`src/hw/rtl/fbr_pkg.sv`:
```
`timescale 1ns / 1ps
`default_nettype none
package fbr_pkg;

  localparam logic [7:0] HEADER_RESET = 8'h7E;

  // Two mailbox slots plus one free buffer for the frame being assembled
  localparam int NUM_SLOTS = 2;
  localparam int NUM_BUFS  = 3;
  localparam int BUF_W     = 2;

  typedef enum logic [1:0] {
    PH_HUNT = 2'd0,
    PH_LEN  = 2'd1,
    PH_DATA = 2'd2,
    PH_SUM  = 2'd3
  } parse_phase_t;

  typedef enum logic [1:0] {
    ST_IDLE  = 2'd0,
    ST_READ  = 2'd1,
    ST_SHOW  = 2'd2,
    ST_EMPTY = 2'd3
  } ctrl_state_t;

  typedef struct packed {
    logic byte_take;    // parse the accepted serial byte
    logic fetch_start;  // pick the slot to deliver, clear the index
    logic read_issue;   // read the current stored byte
    logic out_advance;  // step to the next stored byte
    logic out_done;     // empty the delivered slot
    logic show;         // a stored byte is on the output
    logic empty;        // the no-message result is on the output
  } ctrl_cmd_t;

  typedef struct packed {
    logic has_msg;   // at least one slot holds a message
    logic out_last;  // current byte is the final one of the slot
  } dp_status_t;

endpackage
`default_nettype wire

```
`src/hw/rtl/fbr_ram.sv`:
```
`timescale 1ns / 1ps
`default_nettype none
module fbr_ram #(
  parameter int WIDTH = 8,
  parameter int DEPTH = 48
) (
  input  wire logic                     clk,
  input  wire logic                     we,
  input  wire logic [$clog2(DEPTH)-1:0] waddr,
  input  wire logic [WIDTH-1:0]         wdata,
  input  wire logic                     re,
  input  wire logic [$clog2(DEPTH)-1:0] raddr,
  output logic      [WIDTH-1:0]         rdata
);

  logic [WIDTH-1:0] mem [DEPTH];

  always_ff @(posedge clk) begin
    if (we) begin
      mem[waddr] <= wdata;
    end
    if (re) begin
      rdata <= mem[raddr];
    end
  end

endmodule
`default_nettype wire

```
`src/hw/rtl/fbr_ctrl.sv`:
```
`timescale 1ns / 1ps
`default_nettype none
module fbr_ctrl (
  input  wire logic                clk,
  input  wire logic                rst,
  input  wire logic                in_valid,
  input  wire logic                in_fetch,
  output logic                     in_ready,
  output logic                     out_valid,
  input  wire logic                out_ready,
  input  wire fbr_pkg::dp_status_t status,
  output fbr_pkg::ctrl_cmd_t       cmd
);

  fbr_pkg::ctrl_state_t state, state_next;

  always_ff @(posedge clk) begin
    if (rst) begin
      state <= fbr_pkg::ST_IDLE;
    end else begin
      state <= state_next;
    end
  end

  always_comb begin
    state_next = state;
    unique case (state)
      fbr_pkg::ST_IDLE: begin
        if (in_valid && in_fetch) begin
          state_next = status.has_msg ? fbr_pkg::ST_READ : fbr_pkg::ST_EMPTY;
        end
      end
      fbr_pkg::ST_READ: begin
        state_next = fbr_pkg::ST_SHOW;
      end
      fbr_pkg::ST_SHOW: begin
        if (out_ready) begin
          state_next = status.out_last ? fbr_pkg::ST_IDLE : fbr_pkg::ST_READ;
        end
      end
      fbr_pkg::ST_EMPTY: begin
        if (out_ready) begin
          state_next = fbr_pkg::ST_IDLE;
        end
      end
      default: state_next = fbr_pkg::ST_IDLE;
    endcase
  end

  always_comb begin
    cmd       = '0;
    in_ready  = 1'b0;
    out_valid = 1'b0;
    unique case (state)
      fbr_pkg::ST_IDLE: begin
        in_ready        = 1'b1;
        cmd.byte_take   = in_valid && !in_fetch;
        cmd.fetch_start = in_valid && in_fetch;
      end
      fbr_pkg::ST_READ: begin
        cmd.read_issue = 1'b1;
      end
      fbr_pkg::ST_SHOW: begin
        out_valid       = 1'b1;
        cmd.show        = 1'b1;
        cmd.out_advance = out_ready && !status.out_last;
        cmd.out_done    = out_ready && status.out_last;
      end
      fbr_pkg::ST_EMPTY: begin
        out_valid = 1'b1;
        cmd.empty = 1'b1;
      end
      default: begin
        in_ready = 1'b0;
      end
    endcase
  end

endmodule
`default_nettype wire

```
`src/hw/rtl/fbr_datapath.sv`:
```
`timescale 1ns / 1ps
`default_nettype none
module fbr_datapath #(
  parameter int MAX_PAYLOAD = 16
) (
  input  wire logic                clk,
  input  wire logic                rst,
  input  wire logic                cfg_we,
  input  wire logic [7:0]          cfg_wdata,
  input  wire logic [7:0]          in_byte,
  input  wire fbr_pkg::ctrl_cmd_t  cmd,
  output fbr_pkg::dp_status_t      status,
  output logic                     out_flag,
  output logic [7:0]               out_byte,
  output logic                     out_last
);

  localparam int LEN_W  = $clog2(MAX_PAYLOAD + 1);
  localparam int DEPTH  = fbr_pkg::NUM_BUFS * MAX_PAYLOAD;
  localparam int ADDR_W = $clog2(DEPTH);

  logic [7:0]                  header_byte;
  fbr_pkg::parse_phase_t       phase;
  logic [LEN_W-1:0]            frame_length;
  logic [LEN_W-1:0]            byte_count;
  logic [7:0]                  running_xor;
  logic [fbr_pkg::BUF_W-1:0]   asm_buf;
  logic [fbr_pkg::BUF_W-1:0]   free_buf;
  logic [LEN_W-1:0]            slot_size [fbr_pkg::NUM_SLOTS];
  logic [fbr_pkg::BUF_W-1:0]   slot_buf  [fbr_pkg::NUM_SLOTS];
  logic                        cur_slot;
  logic [LEN_W-1:0]            out_idx;
  logic [LEN_W-1:0]            count_inc;
  logic                        len_bad;
  logic                        ram_we;
  logic [ADDR_W-1:0]           waddr;
  logic [ADDR_W-1:0]           raddr;
  logic [7:0]                  rdata;

  always_ff @(posedge clk) begin
    if (rst) begin
      header_byte <= fbr_pkg::HEADER_RESET;
    end else if (cfg_we) begin
      header_byte <= cfg_wdata;
    end
  end

  // Lowest buffer not held by a full slot
  always_comb begin
    free_buf = '0;
    for (int k = fbr_pkg::NUM_BUFS - 1; k >= 0; k--) begin
      if (!((slot_size[0] != '0) && (slot_buf[0] == fbr_pkg::BUF_W'(k))) &&
          !((slot_size[1] != '0) && (slot_buf[1] == fbr_pkg::BUF_W'(k)))) begin
        free_buf = fbr_pkg::BUF_W'(k);
      end
    end
  end

  assign count_inc = byte_count + LEN_W'(1);
  assign len_bad   = (in_byte == 8'd0) || (in_byte > 8'(MAX_PAYLOAD));
  assign ram_we    = cmd.byte_take && (phase == fbr_pkg::PH_DATA);
  assign waddr     = ADDR_W'(asm_buf) * ADDR_W'(MAX_PAYLOAD) + ADDR_W'(byte_count);
  assign raddr     = ADDR_W'(slot_buf[cur_slot]) * ADDR_W'(MAX_PAYLOAD) + ADDR_W'(out_idx);

  always_ff @(posedge clk) begin
    if (rst) begin
      phase      <= fbr_pkg::PH_HUNT;
      byte_count <= '0;
      slot_size  <= '{default: '0};
    end else begin
      if (cmd.byte_take) begin
        unique case (phase)
          fbr_pkg::PH_HUNT: begin
            if (in_byte == header_byte) begin
              phase      <= fbr_pkg::PH_LEN;
              byte_count <= '0;
            end
          end
          fbr_pkg::PH_LEN: begin
            if (len_bad) begin
              phase <= fbr_pkg::PH_HUNT;
            end else begin
              frame_length <= LEN_W'(in_byte);
              running_xor  <= in_byte;
              byte_count   <= '0;
              asm_buf      <= free_buf;
              phase        <= fbr_pkg::PH_DATA;
            end
          end
          fbr_pkg::PH_DATA: begin
            running_xor <= running_xor ^ in_byte;
            byte_count  <= count_inc;
            if (count_inc >= frame_length) begin
              phase <= fbr_pkg::PH_SUM;
            end
          end
          fbr_pkg::PH_SUM: begin
            phase <= fbr_pkg::PH_HUNT;
            // Commit without copying: the slot takes over the assembly buffer
            if (running_xor == in_byte) begin
              if (slot_size[0] == '0) begin
                slot_size[0] <= frame_length;
                slot_buf[0]  <= asm_buf;
              end else if (slot_size[1] == '0) begin
                slot_size[1] <= frame_length;
                slot_buf[1]  <= asm_buf;
              end
            end
          end
          default: phase <= fbr_pkg::PH_HUNT;
        endcase
      end
      if (cmd.out_done) begin
        slot_size[cur_slot] <= '0;
      end
    end
  end

  always_ff @(posedge clk) begin
    if (cmd.fetch_start) begin
      cur_slot <= (slot_size[0] == '0);
      out_idx  <= '0;
    end else if (cmd.out_advance) begin
      out_idx <= out_idx + LEN_W'(1);
    end
  end

  fbr_ram #(
    .WIDTH (8),
    .DEPTH (DEPTH)
  ) u_ram (
    .clk   (clk),
    .we    (ram_we),
    .waddr (waddr),
    .wdata (in_byte),
    .re    (cmd.read_issue),
    .raddr (raddr),
    .rdata (rdata)
  );

  assign status.has_msg  = (slot_size[0] != '0) || (slot_size[1] != '0);
  assign status.out_last = ((out_idx + LEN_W'(1)) == slot_size[cur_slot]);

  assign out_flag = cmd.show;
  assign out_byte = cmd.show ? rdata : 8'd0;
  assign out_last = cmd.show ? status.out_last : cmd.empty;

endmodule
`default_nettype wire

```
`src/hw/rtl/framed_byte_receiver_two_slot_unit.sv`:
```
// Sequence: a serial byte is parsed in the cycle it is accepted; a fetch shows its first stored
//   byte after the READ state and the registered RAM read, an empty result from the EMPTY state.
// Rate: one serial byte per cycle while idle; the input is stalled while a fetch result is
//   offered. Each stored byte takes a read-then-show step through the single RAM read port.
// Reset: rst is synchronous, active high; clears the parser to header hunting,
//   empties both slots and loads the header byte with 0x7E.
`timescale 1ns / 1ps
`default_nettype none
module framed_byte_receiver_two_slot_unit #(
  parameter int MAX_PAYLOAD = 16
) (
  input  wire logic        clk,
  input  wire logic        rst,
  // Header byte register write
  input  wire logic        cfg_we,
  input  wire logic [7:0]  cfg_wdata,
  // Input stream
  input  wire logic        s_tvalid,
  output logic             s_tready,
  input  wire logic [7:0]  s_tdata,   // [7:0] data_byte
  input  wire logic [0:0]  s_tuser,   // [0] command (1 = fetch)
  // Output stream
  output logic             m_tvalid,
  input  wire logic        m_tready,
  output logic [7:0]       m_tdata,   // [7:0] message_byte
  output logic [0:0]       m_tuser,   // [0] received_flag
  output logic             m_tlast    // last result of a fetch
);

  fbr_pkg::ctrl_cmd_t  cmd;
  fbr_pkg::dp_status_t status;
  logic                out_flag;
  logic [7:0]          out_byte;
  logic                out_last;

  // Controller: sequences one transfer at a time; a fetch walks the slot byte by byte
  fbr_ctrl u_ctrl (
    .clk       (clk),
    .rst       (rst),
    .in_valid  (s_tvalid),
    .in_fetch  (s_tuser[0]),
    .in_ready  (s_tready),
    .out_valid (m_tvalid),
    .out_ready (m_tready),
    .status    (status),
    .cmd       (cmd)
  );

  // Datapath: frame parser, slot bookkeeping and the shared payload RAM.
  // Three buffers rotate between the two slots and the frame being assembled,
  // so a commit only hands over a buffer index instead of copying bytes.
  fbr_datapath #(
    .MAX_PAYLOAD (MAX_PAYLOAD)
  ) u_dp (
    .clk       (clk),
    .rst       (rst),
    .cfg_we    (cfg_we),
    .cfg_wdata (cfg_wdata),
    .in_byte   (s_tdata),
    .cmd       (cmd),
    .status    (status),
    .out_flag  (out_flag),
    .out_byte  (out_byte),
    .out_last  (out_last)
  );

  // Drive the result fields onto the output stream
  assign m_tdata    = out_byte;
  assign m_tuser[0] = out_flag;
  assign m_tlast    = out_last;

endmodule
`default_nettype wire

```
`config.mk`:
```
export PLATFORM = sky130hd
export DESIGN_NAME = framed_byte_receiver_two_slot_unit
export DESIGN_NICKNAME = d
export VERILOG_FILES = /design/src/hw/rtl/fbr_pkg.sv /design/src/hw/rtl/fbr_ram.sv /design/src/hw/rtl/fbr_ctrl.sv /design/src/hw/rtl/fbr_datapath.sv /design/src/hw/rtl/framed_byte_receiver_two_slot_unit.sv
export SDC_FILE = /design/constraint.sdc
export NUM_CORES = 1
export LEC_CHECK = 0
export BUFFER_PORTS_ARGS = -buffer_cell sky130_fd_sc_hd__buf_2
export CORE_MARGIN = 5
export CORE_UTILIZATION = 32
export DETAILED_ROUTE_END_ITERATION = 12
export GPL_TIMING_DRIVEN = 0
export PLACE_DENSITY_LB_ADDON = 0.1
export REMOVE_ABC_BUFFERS = 1
export SLEW_MARGIN = 5
export SYNTH_ARGS = -nofsm -noshare
export SYNTH_HDL_FRONTEND = slang
export SYNTH_SLANG_ARGS = --single-unit
```
`constraint.sdc`:
```
create_clock -name clk -period 2.3 [get_ports clk]
set_clock_uncertainty 0.15 [all_clocks]
set_input_delay 0.23 -clock clk [delete_from_list [all_inputs] [get_ports clk]]
set_output_delay 0.23 -clock clk [all_outputs]
set_load 0.02 [all_outputs]
```
==> impl_metrics.yaml <==
critical_path:
  start_kind: "flop"
  path_class: "flop to output port"
  cp-end-kind: "output port"
  cp.required_ns: 1.92
  path_max_fanout: 5
  worstPathArrival_ns: 2.18
power:
  p_per_area_nw_per_um2: 937
  leakage_uw: 0.00730
  p_switching_uw: 5820
  switching_share: 0.270
  p_comb_frac: 0.250
  cellInternalPower_uw: 15800
  ir_worst_vdd_mv: 0.543
  clock_power_share: 0.334
  power_frac_seq: 0.417
synthesis:
  synth_warnings: 0
  syn-cell-area_sq_um: 18100
  async_flop_share: 0
  ys_seq_area_frac: 0.720
  synth_cells: 999
  synth_top_area_frac: 0.684
  synth_cell_type_count: 56
  synth_top_cells_by_area: "edfxtp_1 (68%), mux4_2 (10%), dfxtp_1 (3.7%)"
  syn_avg_cell_area_sq_um: 18.1
  synth_seq_cells: 445
  synthTopCellsByCount: "edfxtp_1 (412), mux4_2 (84), nor2_1 (70)"
  yosysMostFrequentCell: "edfxtp_1"
  synth_edf_count: 412
  synth_ff_type: "edfxtp_1"
  synth_largest_area_cell: "edfxtp_1"
timing:
  slew_viol_final: 0
  rsz0062_at_grt: "true"
  worst_pin_slew_ns: 1.23
  finalCritPeriodShare: 1.12
  post-route-min-period_ns: 2.56
  hold_violations: 0
  maxSlewHeadroom: 0.181
  setup_slack_ns: -0.265
  setup_violations: 14
  fmax_mhz: 390
die:
  io_pins: 34
  die-area_sq_um: 61400
  core_area_sq_um: 56200
  die_h_um: 248
  initial_utilization: 0.322
  fp.dieW_um: 248
  rows: 87
global_route:
  grt-ovfl-total: 0
  antenna_found_initial: 0
  grt_pass1_vias: 10200
  grt_max_degree: 54
  grt_usage: 0.158
  grt_first_pass_wirelength_mm: 70.5
cells_and_area:
  drive_gt1_frac: 0.364
  multiInputGateArea_sq_um: 5700
  antenna_cells: 0
  final_area_sq_um: 23000
  regArea_sq_um: 13100
  nFillCells: 5111
  syn_to_final_growth_pct: 27.3
  fin_cells: 1947
  final_nets: 1190
placement:
  place_area_sq_um: 19100
  port_buffers: 33
  gp_congestion: 0.731
  place_inst: 1743
  dp_hpwl_mm: 26.6
status:
  outcome: "complete, but fails checks"
  violations: "setup timing"
clock_network:
  clk_pin_slew_ns: 0.06
  cts.sinks: 445
  h-tree-depth: 2
  root_buffer: "clkbuf_16"
  cts_tree: "yes"
  clock_path_buffers: 3
  clk-insertion-delay-late_ns: 0.57
  cts_buffers: 49
routing:
  antenna_left: 0
  viasPerCell: 4.96
  drt_iter0_drc: 489
  routed_wl_mm: 47.8
  drtPass1Iterations: 4
  drc_errors: 0
  routed-via-count: 9658
  post_drt_wl_per_cell_um: 24.6
flow_run:
  max_cap_violations: 0
hold_path:
  worst_hold_path_type: "input pin to flop"
[layer usage]
| layer | GRT usage | routed length (um) |
|---|---|---|
| met4 | 0.0570 | 1640 |
| met1 | 0.213 | 21300 |
| met5 | 0 | 0 |
| met2 | 0.261 | 23200 |
| met3 | 0.0253 | 1680 |
[per-stage QoR]
step	hold slack, ns	utilization	total power, uW	setup slack [ns]	TNS (ns)
finish	0.0346	0.410	21600	-0.265	-1.41
global route	0.0538	0.410	22500	-0.319	-2.40
CTS	0.0498	0.404	21900	-0.327	-1.53
detailed placement	0.298	0.339	13100	-1.15	-361.51
global placement	0.293	0.337	11400	-6.83	-516.68
floorplan	0.149	-	11100	-4.27	-100.52
[cells by family after synthesis]
| kind of cell | after synthesis | share of synthesized area |
|---|---|---|
| flip-flops | 445 | 0.720 |
| AND/OR/NAND/NOR | 199 | 0.0531 |
| multiplexers | 141 | 0.136 |
| AO/OA/AOI/OAI | 103 | 0.0448 |
| buffers and inverters | 62 | 0.0184 |
| XOR/XNOR | 36 | 0.0182 |
| adder cells (fa/ha/maj) | 13 | 0.00899 |
[repair_timing]
| item | CTS | global route |
|---|---|---|
| hold buffers | 22 | 0 |
| resized for setup | 213 | 38 |
| gates cloned | 8 | 0 |
| setup buffers | 71 | 19 |
| endpoints found under the setup margin | 436 | 349 |
| hold endpoints to repair | 21 | 0 |
| pin swaps | 39 | 25 |
[cell usage in the layout, fill, tap and decap left out, types with 10 or more instances in the layout]
cell           instances
edfxtp_1             412
mux4_2                84
buf_4                 58
mux2i_1               50
nor2_4                50
clkbuf_16             50
nand2_1               49
buf_12                31
dfxtp_1               24
buf_2                 24
xnor2_1               23
dlygate4sd3_1         22
nor2_1                18
clkinv_1              17
a22oi_2               16
a22oi_1               14
a221oi_2              13
clkbuf_1              11
inv_1                 10
nand3b_1              10
xor2_1                10
ha_1                  10
[cell type report]
| cell class | instances | area share |
|---|---|---|
| Clock inverter | 25 | 0.00636 |
| Inverter | 12 | 0.00196 |
| Clock buffer | 62 | 0.0567 |
| Tap cell | 756 | 0.0411 |
| Sequential cell | 445 | 0.567 |
| Timing Repair Buffer | 155 | 0.0790 |
| Multi-Input combinational cell | 492 | 0.248 |
[power groups by stage]
stage | Clock, uW | Sequential [uW] | Combinational (uW)
after floorplan | 0 | 9460 | 1660
after global placement | 0 | 9520 | 1890
after detailed placement | 0 | 9350 | 3740
after CTS | 7450 | 8980 | 5510
after global routing | 7780 | 8990 | 5700
final | 7200 | 8990 | 5390
[state kept, by name (all words and copies together), names as in the netlist, named ones only]
register / count
u_dp.out_idx: 5
u_dp.slot_buf: 4
u_dp.cur_slot: 1
u_dp.asm_buf: 2
u_dp.frame_length: 5
u_dp.u_ram.mem: 384
u_dp.phase: 1
u_dp.running_xor: 8
u_dp.u_ram.rdata: 8
u_dp.byte_count: 5
u_dp.header_byte: 8
u_ctrl.state: 2
u_dp.slot_size: 10
[path summary, 6_finish.rpt]
kind,slack (ns),end,depth (start not counted),startpoint
worst max register to register,-0.26,u_dp.u_ram.rdata[6],6,u_dp.out_idx[0]
worst max-delay path,-0.26,m_tlast,7,u_dp.out_idx[0]
worst min-delay path,0.03,u_dp.u_ram.mem[36][2],1,s_tdata[2]
worst min register to register,0.34,u_dp.slot_buf[0][0],0,u_dp.asm_buf[0]
[critical path, stage by stage (launching register included)]
cell and delay (ns):
dfxtp_4 0.37, ha_4 0.17, and3_4 0.18, xnor3_1 0.32
or2_4 0.24, nor2_1 0.09, o21a_1 0.13, buf_6 0.12
(Power assumes the default switching activity.)
